<file path="config.mk">
export PLATFORM = sky130hd
export DESIGN_NAME = force_sensor_impact_conditioner
export DESIGN_NICKNAME = d
export VERILOG_FILES = /design/src/fsic_pkg.sv /design/src/force_sensor_impact_conditioner.sv /design/src/fsic_div.sv
export VERILOG_INCLUDE_DIRS = /design/src /design/src/src
export SDC_FILE = /design/constraint.sdc
export NUM_CORES = 1
export LEC_CHECK = 0
export BUFFER_PORTS_ARGS = -buffer_cell sky130_fd_sc_hd__buf_2
export CORE_MARGIN = 2
export CORE_UTILIZATION = 35
export CTS_BUF_LIST = sky130_fd_sc_hd__clkbuf_4 sky130_fd_sc_hd__clkbuf_8
export CTS_CLUSTER_DIAMETER = 40
export DETAILED_ROUTE_END_ITERATION = 6
export PLACE_DENSITY_LB_ADDON = 0.05
export SLEW_MARGIN = 0
export SYNTH_ARGS = -nofsm -noshare
export SYNTH_HDL_FRONTEND = slang
export SYNTH_HIERARCHICAL = 1
export SYNTH_SLANG_ARGS = --single-unit
export TNS_END_PERCENT = 10
</file>
<file path="constraint.sdc">
create_clock -name i_clk -period 16.84 [get_ports i_clk]
set_clock_uncertainty 0.2 [all_clocks]
set_input_delay 3.368 -clock i_clk [delete_from_list [all_inputs] [get_ports i_clk]]
set_output_delay 3.368 -clock i_clk [all_outputs]
set_load 0.005 [all_outputs]
</file>
<file path="src/force_sensor_impact_conditioner_defines.svh">
`ifndef FORCE_SENSOR_IMPACT_CONDITIONER_DEFINES_SVH
`define FORCE_SENSOR_IMPACT_CONDITIONER_DEFINES_SVH

// Same-cycle implication, checked on every clock edge out of reset
`define FSIC_ASSERT_IMPL(label, clk, rst_n, ante, cons, msg) \
    label: assert property (@(posedge clk) disable iff (!(rst_n)) (ante) |-> (cons)) \
        else $error(msg);

// Next-cycle implication, checked on every clock edge out of reset
`define FSIC_ASSERT_NEXT(label, clk, rst_n, ante, cons, msg) \
    label: assert property (@(posedge clk) disable iff (!(rst_n)) (ante) |=> (cons)) \
        else $error(msg);

`endif

</file>
<file path="src/fsic_pkg.sv">
package fsic_pkg;

    // Field widths
    localparam int SAMPLE_W  = 12;
    localparam int TIME_W    = 32;
    localparam int PRESS_W   = 7;
    localparam int HOLDOFF_W = 16;
    localparam int SUM_W     = 18;
    localparam int CNT_W     = 6;

    // Configuration port
    localparam int CFG_IDX_W  = 3;
    localparam int CFG_DATA_W = 16;

    localparam logic [CFG_IDX_W-1:0] CFG_SENSOR_ENABLE   = 3'd0;
    localparam logic [CFG_IDX_W-1:0] CFG_MANUAL_THRESH   = 3'd1;
    localparam logic [CFG_IDX_W-1:0] CFG_IMPACT_MANUAL   = 3'd2;
    localparam logic [CFG_IDX_W-1:0] CFG_STRAP_MANUAL    = 3'd3;
    localparam logic [CFG_IDX_W-1:0] CFG_HOLDOFF         = 3'd4;

    // Operation codes
    localparam logic OP_CALIBRATE = 1'b0;
    localparam logic OP_MEASURE   = 1'b1;

    // Arithmetic constants
    localparam logic [SAMPLE_W-1:0]  FULL_SCALE      = 12'd4095;
    localparam logic [SAMPLE_W-1:0]  DEADBAND        = 12'd50;
    localparam logic [SAMPLE_W-1:0]  IMPACT_FLOOR    = 12'd500;
    localparam logic [SAMPLE_W-1:0]  STRAP_FLOOR     = 12'd50;
    localparam logic [SAMPLE_W-1:0]  STRAP_DIVISOR   = 12'd10;
    localparam logic [PRESS_W-1:0]   PRESSURE_MAX    = 7'd100;

    // Reset values
    localparam logic [SAMPLE_W-1:0]  IMPACT_RESET    = 12'd500;
    localparam logic [SAMPLE_W-1:0]  STRAP_RESET     = 12'd100;
    localparam logic [HOLDOFF_W-1:0] HOLDOFF_RESET   = 16'd500;

    // Shared divider geometry: dividend covers 4095*100, divisor covers 12 bits
    localparam int DIV_DW = 19;
    localparam int DIV_VW = 12;
    localparam int DIV_CW = 5;
    localparam logic [DIV_CW-1:0] DIV_LAST = 5'(DIV_DW - 1);

    typedef struct packed {
        logic                operation;
        logic [SAMPLE_W-1:0] sample;
        logic [TIME_W-1:0]   time_ms;
    } t_in_item;

    typedef struct packed {
        logic [PRESS_W-1:0]  pressure;
        logic                impact;
        logic                strap_secure;
        logic                calibration_done;
        logic [SAMPLE_W-1:0] baseline;
    } t_out_item;

    typedef struct packed {
        logic              start;
        logic [DIV_DW-1:0] dividend;
        logic [DIV_VW-1:0] divisor;
    } t_div_req;

    typedef struct packed {
        logic              busy;
        logic              done;
        logic [DIV_DW-1:0] quotient;
    } t_div_rsp;

    typedef enum logic [2:0] {
        ST_IDLE,
        ST_EVAL,
        ST_DIV,
        ST_CAL_MEAN,
        ST_CAL_TENTH,
        ST_OUT
    } t_state;

endpackage

</file>
<file path="src/force_sensor_impact_conditioner.sv">
// Force-sensor impact conditioner.
// Input channel (i_in_valid / o_in_ready / i_in_data) takes one sample
// transaction: a calibration sample or a measurement sample with its ms time.
// Output channel (o_out_valid / i_out_ready / o_out_data) returns exactly one
// result transaction per input: pressure, impact, strap status, calibration
// done flag and current baseline. Configuration writes arrive on
// i_cfg_valid / o_cfg_ready with a register index and data; always ready.
// One item is worked on at a time; o_in_ready is high only in idle.
// From accept to o_out_valid, a disabled block goes straight to output; a
// calibration sample that does not finish the baseline or a measurement below
// the deadband passes through evaluation only; a measurement that maps pressure
// adds one pass of the shared 19-step restoring divider; the calibration sample
// that finishes the baseline adds two passes (mean, then tenth, both on the
// same divider). A new item is accepted only once the last is loaded into a
// free output register. A result waits in the output register while the next
// item is accepted; a second result holds until the receiver takes the first.
// Reset (synchronous, active low) restores register and offset defaults,
// clears the baseline, calibration sum and count and last impact time.
module force_sensor_impact_conditioner
    import fsic_pkg::*;
#(
    parameter int CAL_SAMPLES = 50
) (
    input  logic                  i_clk,
    input  logic                  i_rst_n,
    input  logic                  i_in_valid,
    output logic                  o_in_ready,
    input  t_in_item              i_in_data,
    output logic                  o_out_valid,
    input  logic                  i_out_ready,
    output t_out_item             o_out_data,
    input  logic                  i_cfg_valid,
    output logic                  o_cfg_ready,
    input  logic [CFG_IDX_W-1:0]  i_cfg_index,
    input  logic [CFG_DATA_W-1:0] i_cfg_data
);

`include "force_sensor_impact_conditioner_defines.svh"

    // Configuration registers
    logic                 r_enable;
    logic                 r_manual;
    logic [SAMPLE_W-1:0]  r_imp_man;
    logic [SAMPLE_W-1:0]  r_strap_man;
    logic [HOLDOFF_W-1:0] r_holdoff;

    // Conditioner state
    logic [SAMPLE_W-1:0]  r_baseline;
    logic [SAMPLE_W-1:0]  r_imp_off;
    logic [SAMPLE_W-1:0]  r_strap_off;
    logic [TIME_W-1:0]    r_last_ms;
    logic [SUM_W-1:0]     r_cal_sum;
    logic [CNT_W-1:0]     r_cal_cnt;

    // Sequencer and item registers
    t_state    r_state;
    t_state    n_state;
    t_in_item  r_item;
    t_out_item r_res;
    t_out_item r_out;
    logic      r_out_valid;

    t_div_req  div_req;
    t_div_rsp  div_rsp;

    logic [SAMPLE_W:0]   w_b13;
    logic [SAMPLE_W:0]   w_s13;
    logic [SAMPLE_W-1:0] w_ioff;
    logic [SAMPLE_W-1:0] w_soff;
    logic                w_press_on;
    logic [SAMPLE_W-1:0] w_diff;
    logic [DIV_DW-1:0]   w_num;
    logic [SAMPLE_W-1:0] w_den;
    logic                w_imp_hit;
    logic [TIME_W-1:0]   w_dt;
    logic                w_dt_ok;
    logic                w_strap;
    logic [SUM_W-1:0]    w_sum_n;
    logic [CNT_W-1:0]    w_cnt_n;
    logic                w_cal_last;
    logic                w_is_cal;
    logic [SAMPLE_W-1:0] w_mean;
    logic [SAMPLE_W-1:0] w_half;
    logic [SAMPLE_W-1:0] w_tenth;
    logic [PRESS_W-1:0]  w_press;
    logic                w_out_free;
    logic                w_load_out;
    logic                w_accept;

    fsic_div u_div (
        .i_clk   (i_clk),
        .i_rst_n (i_rst_n),
        .i_req   (div_req),
        .o_rsp   (div_rsp)
    );

    // Configuration writes, always accepted
    assign o_cfg_ready = 1'b1;

    always_ff @(posedge i_clk) begin
        if (!i_rst_n) begin
            r_enable    <= 1'b0;
            r_manual    <= 1'b0;
            r_imp_man   <= IMPACT_RESET;
            r_strap_man <= STRAP_RESET;
            r_holdoff   <= HOLDOFF_RESET;
        end else if (i_cfg_valid) begin
            unique case (i_cfg_index)
                CFG_SENSOR_ENABLE: r_enable    <= i_cfg_data[0];
                CFG_MANUAL_THRESH: r_manual    <= i_cfg_data[0];
                CFG_IMPACT_MANUAL: r_imp_man   <= i_cfg_data[SAMPLE_W-1:0];
                CFG_STRAP_MANUAL:  r_strap_man <= i_cfg_data[SAMPLE_W-1:0];
                CFG_HOLDOFF:       r_holdoff   <= i_cfg_data;
                default: begin
                end
            endcase
        end
    end

    // Measurement compares and pressure operands
    always_comb begin
        w_is_cal   = r_item.operation == OP_CALIBRATE;
        w_b13      = {1'b0, r_baseline};
        w_s13      = {1'b0, r_item.sample};
        w_ioff     = r_manual ? r_imp_man : r_imp_off;
        w_soff     = r_manual ? r_strap_man : r_strap_off;
        w_press_on = (w_s13 >= w_b13 + {1'b0, DEADBAND}) && (r_baseline != FULL_SCALE);
        w_diff     = r_item.sample - r_baseline;
        w_num      = DIV_DW'(w_diff) * DIV_DW'(PRESSURE_MAX);
        w_den      = FULL_SCALE - r_baseline;
        w_imp_hit  = w_s13 > w_b13 + {1'b0, w_ioff};
        w_dt       = r_item.time_ms - r_last_ms;
        w_dt_ok    = w_dt > {{(TIME_W-HOLDOFF_W){1'b0}}, r_holdoff};
        w_strap    = w_s13 >= w_b13 + {1'b0, w_soff};
    end

    // Calibration accumulate and offset derivation
    always_comb begin
        w_sum_n    = r_cal_sum + SUM_W'(r_item.sample);
        w_cnt_n    = r_cal_cnt + 1'b1;
        w_cal_last = w_cnt_n >= CNT_W'(CAL_SAMPLES);
        w_mean     = div_rsp.quotient[SAMPLE_W-1:0];
        w_half     = {1'b0, w_mean[SAMPLE_W-1:1]};
        w_tenth    = div_rsp.quotient[SAMPLE_W-1:0];
        w_press    = (div_rsp.quotient > DIV_DW'(PRESSURE_MAX)) ? PRESSURE_MAX
                                                                : div_rsp.quotient[PRESS_W-1:0];
    end

    // Next state
    always_comb begin
        n_state = r_state;
        unique case (r_state)
            ST_IDLE: begin
                if (i_in_valid) n_state = r_enable ? ST_EVAL : ST_OUT;
            end
            ST_EVAL: begin
                if (w_is_cal) n_state = w_cal_last ? ST_CAL_MEAN : ST_OUT;
                else          n_state = w_press_on ? ST_DIV : ST_OUT;
            end
            ST_DIV: begin
                if (div_rsp.done) n_state = ST_OUT;
            end
            ST_CAL_MEAN: begin
                if (div_rsp.done) n_state = ST_CAL_TENTH;
            end
            ST_CAL_TENTH: begin
                if (div_rsp.done) n_state = ST_OUT;
            end
            ST_OUT: begin
                if (w_out_free) n_state = ST_IDLE;
            end
            default: n_state = ST_IDLE;
        endcase
    end

    // Sequencer outputs: handshakes and divider requests
    always_comb begin
        o_in_ready       = 1'b0;
        w_out_free       = !r_out_valid || i_out_ready;
        w_load_out       = 1'b0;
        div_req.start    = 1'b0;
        div_req.dividend = w_num;
        div_req.divisor  = w_den;
        unique case (r_state)
            ST_IDLE: o_in_ready = 1'b1;
            ST_EVAL: begin
                if (w_is_cal) begin
                    div_req.start    = w_cal_last;
                    div_req.dividend = DIV_DW'(w_sum_n);
                    div_req.divisor  = DIV_VW'(CAL_SAMPLES);
                end else begin
                    div_req.start = w_press_on;
                end
            end
            ST_CAL_MEAN: begin
                div_req.start    = div_rsp.done;
                div_req.dividend = DIV_DW'(w_mean);
                div_req.divisor  = STRAP_DIVISOR;
            end
            ST_OUT: w_load_out = w_out_free;
            default: begin
            end
        endcase
    end

    assign w_accept = i_in_valid && o_in_ready;

    // State register and control state
    always_ff @(posedge i_clk) begin
        if (!i_rst_n) begin
            r_state     <= ST_IDLE;
            r_out_valid <= 1'b0;
            r_baseline  <= '0;
            r_imp_off   <= IMPACT_RESET;
            r_strap_off <= STRAP_RESET;
            r_last_ms   <= '0;
            r_cal_sum   <= '0;
            r_cal_cnt   <= '0;
        end else begin
            r_state <= n_state;
            if (w_load_out)       r_out_valid <= 1'b1;
            else if (i_out_ready) r_out_valid <= 1'b0;
            unique case (r_state)
                ST_EVAL: begin
                    if (w_is_cal) begin
                        r_cal_sum <= w_cal_last ? '0 : w_sum_n;
                        r_cal_cnt <= w_cal_last ? '0 : w_cnt_n;
                    end else if (w_imp_hit && w_dt_ok) begin
                        r_last_ms <= r_item.time_ms;
                    end
                end
                ST_CAL_MEAN: begin
                    if (div_rsp.done) begin
                        r_baseline <= w_mean;
                        r_imp_off  <= (w_half > IMPACT_FLOOR) ? w_half : IMPACT_FLOOR;
                    end
                end
                ST_CAL_TENTH: begin
                    if (div_rsp.done) begin
                        r_strap_off <= (w_tenth > STRAP_FLOOR) ? w_tenth : STRAP_FLOOR;
                    end
                end
                default: begin
                end
            endcase
        end
    end

    // Item capture, working result and output register
    always_ff @(posedge i_clk) begin
        if (w_accept) begin
            r_item <= i_in_data;
            r_res  <= '0;
        end
        unique case (r_state)
            ST_EVAL: begin
                r_res.baseline <= r_baseline;
                if (!w_is_cal) begin
                    r_res.impact       <= w_imp_hit && w_dt_ok;
                    r_res.strap_secure <= w_strap;
                end
            end
            ST_DIV: begin
                if (div_rsp.done) r_res.pressure <= w_press;
            end
            ST_CAL_TENTH: begin
                if (div_rsp.done) begin
                    r_res.calibration_done <= 1'b1;
                    r_res.baseline         <= r_baseline;
                end
            end
            default: begin
            end
        endcase
        if (w_load_out) r_out <= r_res;
    end

    assign o_out_valid = r_out_valid;
    assign o_out_data  = r_out;

    // Checks
    `FSIC_ASSERT_IMPL(a_press_range, i_clk, i_rst_n, o_out_valid,
        o_out_data.pressure <= PRESSURE_MAX, "pressure above full scale")
    `FSIC_ASSERT_IMPL(a_cal_clean, i_clk, i_rst_n,
        o_out_valid && o_out_data.calibration_done,
        o_out_data.pressure == '0 && !o_out_data.impact && !o_out_data.strap_secure,
        "calibration result carries measurement fields")
    `FSIC_ASSERT_IMPL(a_div_idle, i_clk, i_rst_n, r_state == ST_IDLE,
        !div_rsp.busy, "divider busy while sequencer idle")
    `FSIC_ASSERT_NEXT(a_accept_eval, i_clk, i_rst_n, w_accept && r_enable,
        r_state == ST_EVAL, "accepted item did not enter evaluation")

endmodule

</file>
<file path="src/fsic_div.sv">
module fsic_div
    import fsic_pkg::*;
(
    input  logic     i_clk,
    input  logic     i_rst_n,
    input  t_div_req i_req,
    output t_div_rsp o_rsp
);

    logic              r_busy;
    logic              r_done;
    logic [DIV_CW-1:0] r_cnt;
    logic [DIV_VW-1:0] r_rem;
    logic [DIV_DW-1:0] r_quo;
    logic [DIV_VW-1:0] r_divisor;

    logic [DIV_VW:0]   w_trial;
    logic              w_ge;
    logic [DIV_VW:0]   w_diff;
    logic [DIV_VW-1:0] n_rem;

    // One restoring step: shift in the next dividend bit, subtract if it fits
    always_comb begin
        w_trial = {r_rem, r_quo[DIV_DW-1]};
        w_ge    = w_trial >= {1'b0, r_divisor};
        w_diff  = w_trial - {1'b0, r_divisor};
        n_rem   = w_ge ? w_diff[DIV_VW-1:0] : w_trial[DIV_VW-1:0];
    end

    // Control: busy for DIV_DW steps, done pulse after the last
    always_ff @(posedge i_clk) begin
        if (!i_rst_n) begin
            r_busy <= 1'b0;
            r_done <= 1'b0;
            r_cnt  <= '0;
        end else begin
            r_done <= 1'b0;
            if (i_req.start) begin
                r_busy <= 1'b1;
                r_cnt  <= '0;
            end else if (r_busy) begin
                r_cnt <= r_cnt + 1'b1;
                if (r_cnt == DIV_LAST) begin
                    r_busy <= 1'b0;
                    r_done <= 1'b1;
                end
            end
        end
    end

    // Datapath: quotient bits shift in where the dividend shifts out
    always_ff @(posedge i_clk) begin
        if (i_req.start) begin
            r_rem     <= '0;
            r_quo     <= i_req.dividend;
            r_divisor <= i_req.divisor;
        end else if (r_busy) begin
            r_rem <= n_rem;
            r_quo <= {r_quo[DIV_DW-2:0], w_ge};
        end
    end

    assign o_rsp.busy     = r_busy;
    assign o_rsp.done     = r_done;
    assign o_rsp.quotient = r_quo;

endmodule

</file>
After elaboration in Yosys (flattened, before gate mapping)
Cells that the tools add are included.
{"block": "classes", "add_sub_neg": 10, "mul": 1, "n_div": 0, "n_lt_le_gt_ge": 9, "n_eq_ne": 16, "n_shift": 0, "n_mux": 38, "bitwise": 3, "reduce_logical": 23}
{"cell": "$pmux W32 S2", "count": 1}
{"cell": "$mux W12", "count": 4}
{"cell": "$mux W19", "count": 2}
{"cell": "$gt A32 B16 Y1", "count": 1}
{"cell": "$sub A32 B32 Y32", "count": 1}
{"cell": "$mux W31", "count": 1}
{"cell": "$add A12 B12 Y13", "count": 2}
{"cell": "$ge A12 B13 Y1", "count": 2}
{"cell": "$mux W3", "count": 8}
{"cell": "$pmux W12 S2", "count": 1}
{"cell": "$sub A12 B12 Y12", "count": 2}
{"cell": "$mux W22", "count": 1}
{"cell": "$mux W7", "count": 3}
{"cell": "$gt A19 B7 Y1 const B", "count": 1}
{"cell": "$add A18 B12 Y18", "count": 1}
{"cell": "$mux W18", "count": 1}
{"cell": "$reduce_and A2 Y1", "count": 9}
{"cell": "$mul A12 B5 Y17 const B", "count": 1}
{"cell": "$pmux W3 S5", "count": 1}
{"cell": "$add A12 B6 Y13 const B", "count": 1}
{"cell": "$ge A13 B12 Y1", "count": 1}
{"cell": "$gt A12 B13 Y1", "count": 1}
{"cell": "$mux W13", "count": 1}
{"cell": "$eq A3 B2 Y1 const B", "count": 4}
{"cell": "26 further kinds", "count": 49}
{"block": "word_totals", "reg_bits": 277, "latchBits": 0, "mem_bits_rw": 0, "rom_bits": 0, "input_bits": 69, "wordCells": 133, "mem_count": 0}

Longest topological paths before layout
{"block": "depth", "word_depth": 7, "depth_mapped": 24, "mapped_depth_nobuf": 24}

Hierarchy
Netlist, hierarchy kept.
{"mod": "force_sensor_impact_conditioner", "instances": 1, "cells_per_inst": 1754, "area_per_inst_um2": 15127.0, "seq_area_each_um2": 5195.0}
{"mod": "fsic_div", "instances": 1, "cells_per_inst": 224, "area_per_inst_um2": 2602.5, "seq_area_each_um2": 1311.3}

Worst setup path before layout
No wires, ideal clock.
{"block": "synth_timing", "path_type": "reg2reg", "from": "reg r_baseline[1]", "to": "reg u_div.r_quo[18], data pin", "arrival_time_ps": 4962, "required_ps": 16380, "setup_slack_ps": 11418, "stages_incl_launch_ff": 25, "path_buffers": 0, "synth_period_minus_slack_ps": 5422, "path_cell_list": "dfxtp_1 > inv_1 > ha_1 > nor2b_1 > o21ai_0 > a21boi_0 > o21ai_0 > nand2b_1 > a21o_1 > a21o_1 > xnor2_1 > inv_1 > ha_1 > ha_1 > inv_1 > fa_1 > inv_1 > ha_1 > a21boi_0 > o21ai_0 > a21oi_1 > o211ai_1 > nand3_1 > nor3b_1 > mux2_2"}
{"element": "start: declaration", "line_no": "force_sensor_impact_conditioner.sv:48", "text": "logic [SAMPLE_W-1:0] r_baseline;"}
{"element": "start signal: assignment", "line_no": "force_sensor_impact_conditioner.sv:234", "text": "r_baseline <= w_mean;"}
{"element": "end signal: assignment", "line_no": "fsic_div.sv:55", "text": "r_quo <= i_req.dividend;"}
{"element": "end signal: assignment", "line_no": "fsic_div.sv:59", "text": "r_quo <= {r_quo[DIV_DW-2:0], w_ge};"}
{"element": "end: declaration", "line_no": "fsic_div.sv:14", "text": "logic [DIV_DW-1:0] r_quo;"}

Final worst setup path
{"block": "layout_timing", "from": "reg r_item[8] in the netlist's numbering", "to": "reg r_last_ms[26]"}
{"block": "layout_between", "elab_chain_len": 4}
{"element": "start: declaration", "line_no": "force_sensor_impact_conditioner.sv:58", "text": "t_in_item r_item;"}
{"element": "start signal: assignment", "line_no": "force_sensor_impact_conditioner.sv:252", "text": "r_item <= i_in_data;"}
{"element": "$sub A32 B32 Y32", "line_no": "force_sensor_impact_conditioner.sv:132", "text": "w_dt = r_item.time_ms - r_last_ms;"}
{"element": "$gt A32 B16 Y1", "line_no": "force_sensor_impact_conditioner.sv:133", "text": "w_dt_ok = w_dt > {{(TIME_W-HOLDOFF_W){1'b0}}, r_holdoff};"}
{"element": "$logic_and A1 B1 Y1", "line_no": "force_sensor_impact_conditioner.sv:228", "text": "end else if (w_imp_hit && w_dt_ok) begin"}
{"element": "$reduce_and A3 Y1 (no line)"}
{"element": "end signal: assignment", "line_no": "force_sensor_impact_conditioner.sv:229", "text": "r_last_ms <= r_item.time_ms;"}
{"element": "end: declaration", "line_no": "force_sensor_impact_conditioner.sv:51", "text": "logic [TIME_W-1:0] r_last_ms;"}
Every way passes these cells.
A chain may end at the register's enable or synchronous reset.

==> metrics.md <==
| Metric | Value |
|---|---|
| Postcts setup bufs | `0` |
| CP Data Arrival Time | `6430 ps` |
| Warnings, synthesis | `6` |
| Final Slew Violations | `0` |
| Tightest hold margin | `between 200 and 250 ps` |
| # fillers | `5178` |
| Rel. slew slack | `between 30% and 40%` |
| Period utilization | `35.8%` |
| Max-Cap Viols | `0` |
| Die X-Extent | `229 um` |
| Synthesized cell area | `17700 um2` |
| Peak VDD IR | `0.0000565 V` |
| Hold Fails Final Rpt | `0` |
| DP Area | `18800 um2` |
| Critical Path Source Type | `register` |
| Largest net degree at the start of global routing | `96` |
| Gp weighted congestion | `between 0.8 and 0.9` |
| Syn_nets | `2243` |
| Finished Cell Area | `20200 um2` |
| Area of the die | `52500 um2` |
| HP Class | `reg2reg` |
| Setup WS pre-CTS | `~11000 ps` |
| RSZ-0062 raised after global routing | `no` |
| Gr usage total | `20.1%` |
| Via/cell ratio | `5.22` |
| CTS Buffer Depth | `3` |
| H-tree levels | `2` |
| IO Port Bufs | `just over 90` |
| Initial DRC Count | `964` |
| CP max FO | `31` |
| Die H | `229 um` |
| Hold buffer count at CTS | `0` |
| Avg WL per Cell | `19.0 um` |
| CTS tree | `built` |
| DRC viols | `0` |
| Fmax | `between 0.15 and 0.2 GHz` |
| Worst-path clk slew | `around 60 ps` |
| Row count | `82` |
| Total CTS buffers | `60` |
| Result of the run | `finished, final reports clean` |
| Via count | `14607` |
| Static Leakage | `8.21 nW` |
| Final setup margin | `around 11000 ps` |
| Mapped Cells | `1977` |
| Final setup violation count | `0` |
| Clock root cell | `clkbuf_8` |
| Layout cell share with drive strength beyond 1 | `13.3%` |
| Setup TNS | `0 ps` |
| Number of global-route vias before repair | `around 14000` |
| # nets final | `2341` |
| Boundary Pins | `94` |
| DRT antenna net count | `0` |
| Kind of end point of the critical path | `register` |
| Initial antenna violation count | `0` |
| PostCTS Resize Cnt | `0` |
| Worst Tran Pin Value | `around 1000 ps` |
| Power Total | `2.33 mW` |
| Skew-Pair Late Insertion Delay | `690 ps` |
| Global-route wire length before repair | `82100 um` |
| WS Path Type | `reg2reg` |
| Pwr Density | `~120 nW/um2` |
| # clock sinks | `276` |
| # diodes | `0` |
| Routed WL | `53000 um` |
| CORE AREA | `50100 um2` |
| Area grow syn2layout | `13.7%` |
| Grt ovf | `0` |
| Fin crit period | `6030 ps` |
| Mean Syn Cell Area | `8.96 um2` |
| Starting Density | `35.4%` |
| Router iterations before antenna repair | `5` |
| Crit path required time | `17240 ps` |
| DP HPWL | `39600 um` |
-- final timing paths --
path	start	endpoint	slack [ps]	cells after the start
worst max-delay path	r_item[8]	r_last_ms[26]	10810	20
worst min-delay path	r_res[3]	o_out_data[3]	230	0
worst max register to register	r_item[8]	r_last_ms[26]	10810	20
worst min register to register	r_res[3]	o_out_data[3]	230	0
-- cell type report --
class	instances	area, um2	area share [%]
Inverter	158	593	2.94
Clock buffer	74	956	4.74
Timing Repair Buffer	111	603	2.99
Clock inverter	38	370	1.84
Tap cell	672	841	4.17
Multi-Input combinational cell	1468	10300	51.0
Sequential cell	276	6510	32.3
-- per-layer routing --
layer	GRT usage [%]	wire, um	vias up	part of all wire, %
li1	-	-	7277	-
met1	28.0	25900	6974	49
met2	31.5	23500	291	44
met3	3.41	2380	65	4.5
met4	6.53	1290	0	2.4
met5	0	0	-	0
-- critical path, cell delays in order, from the launching register on --
cell and delay, ps:
edfxtp_1 410, ha_1 380, a21oi_1 340, nor4b_1 420, o21ba_2 260, a21oi_1 90
a21oi_1 180, o21bai_1 80, xor2_1 150, ha_1 300, nand4_1 150, nor4_1 480
or3_1 190, a21oi_1 70, or4b_1 520, a221oi_1 260, o2111ai_1 170, or4_4 560
a21boi_2 150, buf_4 350, a22o_1 220
-- report_power, final --
group	internal, mW	switching, mW	total [mW]
clock	0.471	0.334	0.805
sequential	0.748	0.0512	0.800
combinational	0.315	0.412	0.727
total	1.53	0.797	2.33
-- stage by stage --
step | utilization (%) | std cells
floorplan | - | 1977
global placement | 37.6 | 2685
detailed placement | 37.6 | 2685
CTS | 40.3 | 2797
global route | 40.3 | 2797
finish | 40.3 | 2797
-- placed cells by master, fill, tap and decap left out, types with 38 or more instances in the layout --
cell type and n:
buf_2 92, nor3_1 38, edfxtp_1 98, a21oi_1 117, clkbuf_8 64, inv_1 157, a21boi_0 64, dfxtp_1 178
nand2_1 240, xnor2_1 52, nand3_1 58, o21ai_0 98, ha_1 185, nor2_1 112, mux2_2 41
-- registers in the layout, indices dropped and copies added (netlist names) --
register and flops:
r_cal_cnt 6, o_out_valid 1, r_imp_off 11, r_state 3, r_item 45, r_imp_man 12, u_div/r_busy 1, r_enable 1
u_div/r_rem 12, r_strap_off 12, u_div/r_cnt 5, r_last_ms 32, r_strap_man 12, r_baseline 12, r_cal_sum 18, r_res 22
u_div/r_quo 19, r_holdoff 16, o_out_data 22, u_div/r_divisor 12, r_manual 1, u_div/r_done 1
(Power assumes the default switching activity.)
